`src/rtl/lsmt_pkg.sv`:
```
// lsmt_pkg: types and constants of the lcd scanline mode timer
// no dependencies; imported by every module of the block
`timescale 1ns / 1ps

package lsmt_pkg;

    localparam int unsigned LINE_DOTS   = 456;
    localparam int unsigned OAM_DOTS    = 80;
    localparam int unsigned XFER_DOTS   = 172;

    localparam logic [9:0] DOTS_RELOAD = 10'(LINE_DOTS);
    localparam logic [9:0] DOTS_OAM_MIN  = 10'(LINE_DOTS - OAM_DOTS);
    localparam logic [9:0] DOTS_XFER_MIN = 10'(LINE_DOTS - OAM_DOTS - XFER_DOTS);

    localparam logic [7:0] VBLANK_LINE = 8'd144;
    localparam logic [7:0] LAST_LINE   = 8'd153;

    // lcd mode codes
    localparam logic [1:0] MODE_HBLANK = 2'd0;
    localparam logic [1:0] MODE_VBLANK = 2'd1;
    localparam logic [1:0] MODE_OAM    = 2'd2;
    localparam logic [1:0] MODE_XFER   = 2'd3;

    // stat interrupt enable bit positions
    localparam int unsigned EN_HBLANK  = 0;
    localparam int unsigned EN_VBLANK  = 1;
    localparam int unsigned EN_OAM     = 2;
    localparam int unsigned EN_COMPARE = 3;

    // configuration register indexes
    localparam int unsigned CFG_IDX_W = 2;
    localparam logic [CFG_IDX_W-1:0] CFG_STAT_IRQ_ENABLES = 2'd0;
    localparam logic [CFG_IDX_W-1:0] CFG_LINE_COMPARE     = 2'd1;

    typedef struct packed {
        logic [3:0] stat_irq_enables;
        logic [7:0] line_compare;
    } t_cfg;

    typedef struct packed {
        logic [9:0] dot_counter;
        logic [7:0] line_count;
        logic [1:0] mode_bits;
        logic       compare_flag;
    } t_timer_state;

    typedef struct packed {
        logic [7:0] line_now;
        logic [1:0] mode_now;
        logic       compare_hit;
        logic       vblank_irq;
        logic       stat_irq;
        logic       draw_line;
    } t_result;

endpackage

```
`src/rtl/lsmt_cfg.sv`:
```
// lsmt_cfg: configuration registers of the lcd scanline mode timer
// depends on lsmt_pkg
`timescale 1ns / 1ps

module lsmt_cfg import lsmt_pkg::*; (
    input  logic                 i_clk,
    input  logic                 i_rst_n,
    input  logic                 i_wr,
    input  logic [CFG_IDX_W-1:0] i_index,
    input  logic [7:0]           i_data,
    output t_cfg                 o_cfg
);

    t_cfg r_cfg;
    t_cfg n_cfg;

    always_comb begin
        n_cfg = r_cfg;
        if (i_wr) begin
            case (i_index)
                CFG_STAT_IRQ_ENABLES: n_cfg.stat_irq_enables = i_data[3:0];
                CFG_LINE_COMPARE:     n_cfg.line_compare     = i_data;
                default:              n_cfg = r_cfg;
            endcase
        end
    end

    always_ff @(posedge i_clk) begin
        if (!i_rst_n) begin
            r_cfg <= '0;
        end else begin
            r_cfg <= n_cfg;
        end
    end

    assign o_cfg = r_cfg;

endmodule

```
`src/rtl/lsmt_step.sv`:
```
// lsmt_step: next timer state and result for one elapsed-time update
// depends on lsmt_pkg; purely combinational
`timescale 1ns / 1ps

module lsmt_step import lsmt_pkg::*; (
    input  t_cfg         i_cfg,
    input  t_timer_state i_state,
    input  logic [7:0]   i_elapsed_cycles,
    input  logic         i_display_on,
    output t_timer_state o_state,
    output t_result      o_result
);

    logic [1:0] new_mode;
    logic       mode_irq_en;
    logic       line_match;
    logic       expired;
    logic [7:0] line_inc;
    logic [9:0] elapsed_ext;

    assign elapsed_ext = {2'b00, i_elapsed_cycles};
    assign line_inc    = i_state.line_count + 8'd1;
    assign line_match  = (i_state.line_count == i_cfg.line_compare);
    assign expired     = (elapsed_ext >= i_state.dot_counter);

    // mode from the counter as it stood before the update
    always_comb begin
        if (i_state.line_count >= VBLANK_LINE) begin
            new_mode    = MODE_VBLANK;
            mode_irq_en = i_cfg.stat_irq_enables[EN_VBLANK];
        end else if (i_state.dot_counter >= DOTS_OAM_MIN) begin
            new_mode    = MODE_OAM;
            mode_irq_en = i_cfg.stat_irq_enables[EN_OAM];
        end else if (i_state.dot_counter >= DOTS_XFER_MIN) begin
            new_mode    = MODE_XFER;
            mode_irq_en = 1'b0;
        end else begin
            new_mode    = MODE_HBLANK;
            mode_irq_en = i_cfg.stat_irq_enables[EN_HBLANK];
        end
    end

    always_comb begin
        o_state             = i_state;
        o_result.vblank_irq = 1'b0;
        o_result.stat_irq   = 1'b0;
        o_result.draw_line  = 1'b0;
        if (!i_display_on) begin
            o_state.dot_counter = DOTS_RELOAD;
            o_state.line_count  = '0;
            o_state.mode_bits   = MODE_VBLANK;
        end else begin
            o_state.mode_bits    = new_mode;
            o_state.compare_flag = line_match;
            o_result.stat_irq    = (mode_irq_en && (new_mode != i_state.mode_bits))
                                 || (line_match && i_cfg.stat_irq_enables[EN_COMPARE]);
            if (expired) begin
                o_state.dot_counter = DOTS_RELOAD;
                if (line_inc < VBLANK_LINE) begin
                    o_state.line_count = line_inc;
                    o_result.draw_line = 1'b1;
                end else if (line_inc == VBLANK_LINE) begin
                    o_state.line_count  = line_inc;
                    o_result.vblank_irq = 1'b1;
                end else if (line_inc > LAST_LINE) begin
                    o_state.line_count = '0;
                end else begin
                    o_state.line_count = line_inc;
                end
            end else begin
                o_state.dot_counter = i_state.dot_counter - elapsed_ext;
            end
        end
        o_result.line_now    = o_state.line_count;
        o_result.mode_now    = o_state.mode_bits;
        o_result.compare_hit = o_state.compare_flag;
    end

endmodule

```
`src/rtl/lcd_scanline_mode_timer.sv`:
```
// lcd_scanline_mode_timer: top level of the lcd mode and scanline timer
// depends on lsmt_pkg, lsmt_cfg and lsmt_step
`timescale 1ns / 1ps

// usage
// - input channel: i_valid / o_stall carry one elapsed-time update
//   (i_elapsed_cycles, i_display_on); a transfer happens when i_valid is high
//   and o_stall is low
// - output channel: o_valid / i_stall carry one result per update (line,
//   mode, compare flag and the vblank, stat and draw pulses)
// - config channel: i_cfg_valid / o_cfg_ready with i_cfg_index and
//   i_cfg_data; index 0 is the stat interrupt enables, index 1 the compare line;
//   o_cfg_ready is always high, writes are expected only while the block is idle
// - path: an input transfer goes to the input register, then to the result
//   register, with the timer state updated alongside the result
// - throughput: one update per cycle while the receiver does not stall, set
//   by the combinational compare and subtract on the self-fed dot counter
// - reset (i_rst_n low, synchronous): counter 456, line 0, mode 0, compare
//   flag 0, config registers 0, both stages empty
// - when the receiver stalls, the result register holds; the input register
//   still takes one update, and o_stall rises only once both stages are full

module lcd_scanline_mode_timer import lsmt_pkg::*; (
    input  logic                 i_clk,
    input  logic                 i_rst_n,
    // update input
    input  logic                 i_valid,
    output logic                 o_stall,
    input  logic [7:0]           i_elapsed_cycles,
    input  logic                 i_display_on,
    // result output
    output logic                 o_valid,
    input  logic                 i_stall,
    output logic [7:0]           o_line_now,
    output logic [1:0]           o_mode_now,
    output logic                 o_compare_hit,
    output logic                 o_vblank_irq,
    output logic                 o_stat_irq,
    output logic                 o_draw_line,
    // configuration writes
    input  logic                 i_cfg_valid,
    output logic                 o_cfg_ready,
    input  logic [CFG_IDX_W-1:0] i_cfg_index,
    input  logic [7:0]           i_cfg_data
);

    t_cfg cfg;

    // input register stage
    logic       r_in_valid;
    logic [7:0] r_elapsed_cycles;
    logic       r_display_on;

    // timer state and result register
    t_timer_state r_state;
    t_timer_state n_state;
    t_result      r_result;
    t_result      n_result;
    logic         r_out_valid;

    logic in_xfer;
    logic out_free;
    logic step_go;

    assign o_cfg_ready = 1'b1;

    lsmt_cfg u_cfg (
        .i_clk   (i_clk),
        .i_rst_n (i_rst_n),
        .i_wr    (i_cfg_valid & o_cfg_ready),
        .i_index (i_cfg_index),
        .i_data  (i_cfg_data),
        .o_cfg   (cfg)
    );

    // result register can take a new value when empty or being drained
    assign out_free = !r_out_valid || !i_stall;
    assign step_go  = r_in_valid && out_free;
    assign o_stall  = r_in_valid && !out_free;
    assign in_xfer  = i_valid && !o_stall;

    always_ff @(posedge i_clk) begin
        if (!i_rst_n) begin
            r_in_valid <= 1'b0;
        end else if (in_xfer) begin
            r_in_valid <= 1'b1;
        end else if (step_go) begin
            r_in_valid <= 1'b0;
        end
    end

    // payload only, no reset needed
    always_ff @(posedge i_clk) begin
        if (in_xfer) begin
            r_elapsed_cycles <= i_elapsed_cycles;
            r_display_on     <= i_display_on;
        end
    end

    lsmt_step u_step (
        .i_cfg            (cfg),
        .i_state          (r_state),
        .i_elapsed_cycles (r_elapsed_cycles),
        .i_display_on     (r_display_on),
        .o_state          (n_state),
        .o_result         (n_result)
    );

    // timer state advances exactly once per update, as the result is captured
    always_ff @(posedge i_clk) begin
        if (!i_rst_n) begin
            r_state.dot_counter  <= DOTS_RELOAD;
            r_state.line_count   <= '0;
            r_state.mode_bits    <= MODE_HBLANK;
            r_state.compare_flag <= 1'b0;
        end else if (step_go) begin
            r_state <= n_state;
        end
    end

    always_ff @(posedge i_clk) begin
        if (!i_rst_n) begin
            r_out_valid <= 1'b0;
        end else if (step_go) begin
            r_out_valid <= 1'b1;
        end else if (!i_stall) begin
            r_out_valid <= 1'b0;
        end
    end

    always_ff @(posedge i_clk) begin
        if (step_go) begin
            r_result <= n_result;
        end
    end

    assign o_valid       = r_out_valid;
    assign o_line_now    = r_result.line_now;
    assign o_mode_now    = r_result.mode_now;
    assign o_compare_hit = r_result.compare_hit;
    assign o_vblank_irq  = r_result.vblank_irq;
    assign o_stat_irq    = r_result.stat_irq;
    assign o_draw_line   = r_result.draw_line;

endmodule

```
`config.mk`:
```
export PLATFORM = sky130hd
export DESIGN_NAME = lcd_scanline_mode_timer
export DESIGN_NICKNAME = d
export VERILOG_FILES = /design/src/rtl/lsmt_pkg.sv /design/src/rtl/lsmt_cfg.sv /design/src/rtl/lsmt_step.sv /design/src/rtl/lcd_scanline_mode_timer.sv
export SDC_FILE = /design/constraint.sdc
export NUM_CORES = 1
export LEC_CHECK = 0
export BUFFER_PORTS_ARGS = -buffer_cell sky130_fd_sc_hd__buf_2
export CORE_UTILIZATION = 64
export CTS_BUF_LIST = sky130_fd_sc_hd__clkbuf_2
export CTS_CLUSTER_DIAMETER = 100
export DETAILED_ROUTE_END_ITERATION = 10
export GPL_TIMING_DRIVEN = 0
export PLACE_DENSITY = 0.95
export SKIP_LAST_GASP = 1
export SYNTH_ARGS = -nofsm -noshare
export SYNTH_HDL_FRONTEND = slang
export SYNTH_SLANG_ARGS = --single-unit
export TNS_END_PERCENT = 50
```
`constraint.sdc`:
```
create_clock -name i_clk -period 7.7 [get_ports i_clk]
set_clock_uncertainty 0.2 [all_clocks]
set_input_delay 0.77 -clock i_clk [delete_from_list [all_inputs] [get_ports i_clk]]
set_output_delay 0.77 -clock i_clk [all_outputs]
set_load 0.01 [all_outputs]
```
==> results.ini <==
[run_status]
status = finished with violations
violations = design-rule violations

[synthesis]
async_reset_ff_frac = 0
netlist_area_sq_um = 3040
syn-num-nets = 356
yosysWarnings = 0
synth.top_cells.by_area = dfxtp_1, edfxtp_1, ha_1, nor2_1, nand2_1
synth_flop_cell = dfxtp_1
avgSynthCellArea_sq_um = 9.51
yosys.area.top_type = dfxtp_1
ys_seq_area_frac = 0.457
synth_cell_types = 62
synth-seq-cells = 58
synth_edf_count = 23
yosys.area.top_type_share = 0.230
synthCells = 320

[route]
met2_length_mm = 2.78
ant_nets = 0
drc_errors = 5
topRoutingLayerUsed = met4
routed_wl_mm = 6.25
wl_met1_mm = 2.83
viasPerCell = 6.06
drt-pass1-iter-count = 8
vias = 2588
dr_wl_met3_um = 489
post_drt_wl_per_cell_um = 14.6
dr.first_iter.drc_count = 319

[clock_network]
numCtsBuffers = 9
cts.sinks = 58
cts_tree = done
clock_path_buffers = 2
postCtsSetupRepairBufs = 0
clk_pin_slew_worst_paths_ns = 0.16
clk_latency_ns = 0.49
ctsHoldBuffers = 0
h-tree-depth = 3
clk_root_buffer_cell = clkbuf_2
cts_resized = 0

[global_routing]
grt_pass1_vias = 2347
antenna_found_initial = 0
overflow = 0
grt_pass1_wl_mm = 10.6
grt_usage = 0.273
grt_max_degree = 24

[critical_path]
worst-path-buf-inv = 1
cp_slowest_cell = fa_1
arrival_ns = 3.16
cp.depth = 9
reg2regPathDepth = 9
cp_cell_sequence = ha_1, fa_1, nand2b_1, a211oi_2, o31ai_4, nor2b_1, clkbuf_1, a21oi_1, o32a_1
crit_family = compound AO/OA/AOI/OAI gates
worst_setup_path_end_kind = flop
cpPeakStageDelay_ns = 0.41
r2r_slack_ns = 4.74
cp.required_ns = 7.89
crit_fanout = 10
path_class = reg2reg
start_kind = flop

[sta]
finalSetupViolations = 0
slew_viol_final = 0
period_needed_ns = 2.96
tns_ns = 0
rsz0062_at_grt = false
period_share = 0.385
hold_viol_final = 0
max_freq_ghz = 0.337
worstMarginPinSlew_ns = 1.11
slew_headroom = 0.263

[floorplanning]
start_util = 0.680
die_w_um = 71.0
num_rows = 24
die-height_um = 71.0
coreArea_sq_um = 4470
die_area_sq_um = 5040
ios = 41

[pwr]
p_per_area_nw_per_um2 = 176
ir_drop_uv = 114
p_leak_nw = 1.40

[place]
port_buffers = 39
place_hpwl_mm = 4.54
place_congestion = 0.918
dpl.cell_count = 411

[layout]
antenna_cells = 0
final_cells = 427
finalNetCount = 406
drive_above_1_share = 0.195
area_growth_pct = 12.0
fillers = 292

[hold_path]
hold_depth = 1
hold_class = in2reg

[job]
max_cap_viol_count = 0

cell families after synthesis:
logic type,count (synthesis),share of synthesized area
mux,12,0.0399
xor+xnor,17,0.0489
fa+ha+maj,12,0.0518
flops,58,0.457
other cells,1,0.00123
simple gates,120,0.194
buf+inv,34,0.0464
compound gates,66,0.161
registers in the layout, summed over array words and instances (netlist names):
name              cells
o_compare_hit         1
o_draw_line           1
o_line_now            8
o_mode_now            2
o_stat_irq            1
o_valid               1
o_vblank_irq          1
r_display_on          1
r_elapsed_cycles      8
r_in_valid            1
r_state              21
u_cfg.o_cfg          12
cell usage in the layout (no fill, tap or decap), types with 2 or more instances in the layout:
cell       count
nor2b_1        6
xor2_1         5
nand3_1       17
ha_1          11
a2bb2oi_1      3
xnor2_1       12
or3_1          4
o22ai_1        5
a211oi_1       2
edfxtp_1      23
or2_2          2
nor4_1         2
nor2_1        31
a21oi_1       15
and3_1         6
nand4_1        5
o211ai_1       3
o32ai_2        2
nand2_1       30
buf_2         41
and2_1         2
dfxtp_1       35
o21a_1         3
o32ai_1        3
nor3_1         5
clkbuf_2      12
nor3b_1        2
o21ai_0       10
o21ai_1        2
clkinv_2       2
inv_1         17
mux2i_1       11
clkbuf_1      13
power breakdown:
part	internal (W)	switching [W]
clock	0.0000772	0.000107
sequential	0.000332	0.00000653
combinational	0.0000315	0.0000449
total	0.000440	0.000158
worst register-to-register path, cell delays in order, from the launching register on:
cell and delay, ns:
edfxtp_1 0.40, ha_1 0.24, fa_1 0.41, nand2b_1 0.22
a211oi_2 0.32, o31ai_4 0.16, nor2b_1 0.14, clkbuf_1 0.39
a21oi_1 0.13, o32a_1 0.29
metal layers:
layer / GRT usage / vias to the layer above
li1: - / 1254
met1: 0.369 / 1188
met2: 0.410 / 131
met3: 0.0598 / 15
met4: 0.151 / 0
met5: 0 / -
final timing paths:
kind                         endpoint                 from
setup reg to reg          r_state[19]  r_elapsed_cycles[0]
setup / recovery          r_state[19]  r_elapsed_cycles[0]
hold reg to reg            r_state[0]           r_state[0]
hold / removal    r_elapsed_cycles[2]  i_elapsed_cycles[2]
metrics by stage:
stage               utilization  instance area [sq um]  setup slack [ns]  total power [W]  hold slack (ns)
finish                    0.762                   3410              4.74         0.000598            0.269
global route              0.762                   3410              4.58         0.000623            0.226
CTS                       0.762                   3410              4.74         0.000598            0.243
detailed placement        0.739                   3300              4.76         0.000420            0.256
global placement          0.739                   3300              4.82         0.000417            0.239
floorplan                     -                   3040              5.07         0.000396            0.234
synth_stat cells, types with 2 or more instances:
master,number
o21ai_0,10
nor2_1,31
mux2i_1,11
ha_1,11
buf_2,2
xor2_1,5
nor3b_1,2
nand4_1,5
o21a_1,3
o22ai_1,5
a2bb2oi_1,3
nor2b_1,6
a211oi_1,2
xnor2_1,12
and2_1,2
o21ai_1,2
or2_2,2
or3_1,4
clkbuf_1,13
inv_1,17
nor3_1,5
nand3_1,17
dfxtp_1,35
edfxtp_1,23
o32ai_2,2
nor4_1,2
o32ai_1,3
o211ai_1,3
nand2_1,30
a21oi_1,15
and3_1,6
final cells by class:
type	instances	area, sq um	share of cell area
multi-input combinational	228	1510	0.443
sequential	58	1390	0.408
timing repair buffer	39	195	0.0573
buffer	17	77.6	0.0228
tap	52	65.1	0.0191
inverter	17	63.8	0.0187
clock buffer	12	60.1	0.0176
clock inverter	4	43.8	0.0128
Power figures use the tool's default switching activity.
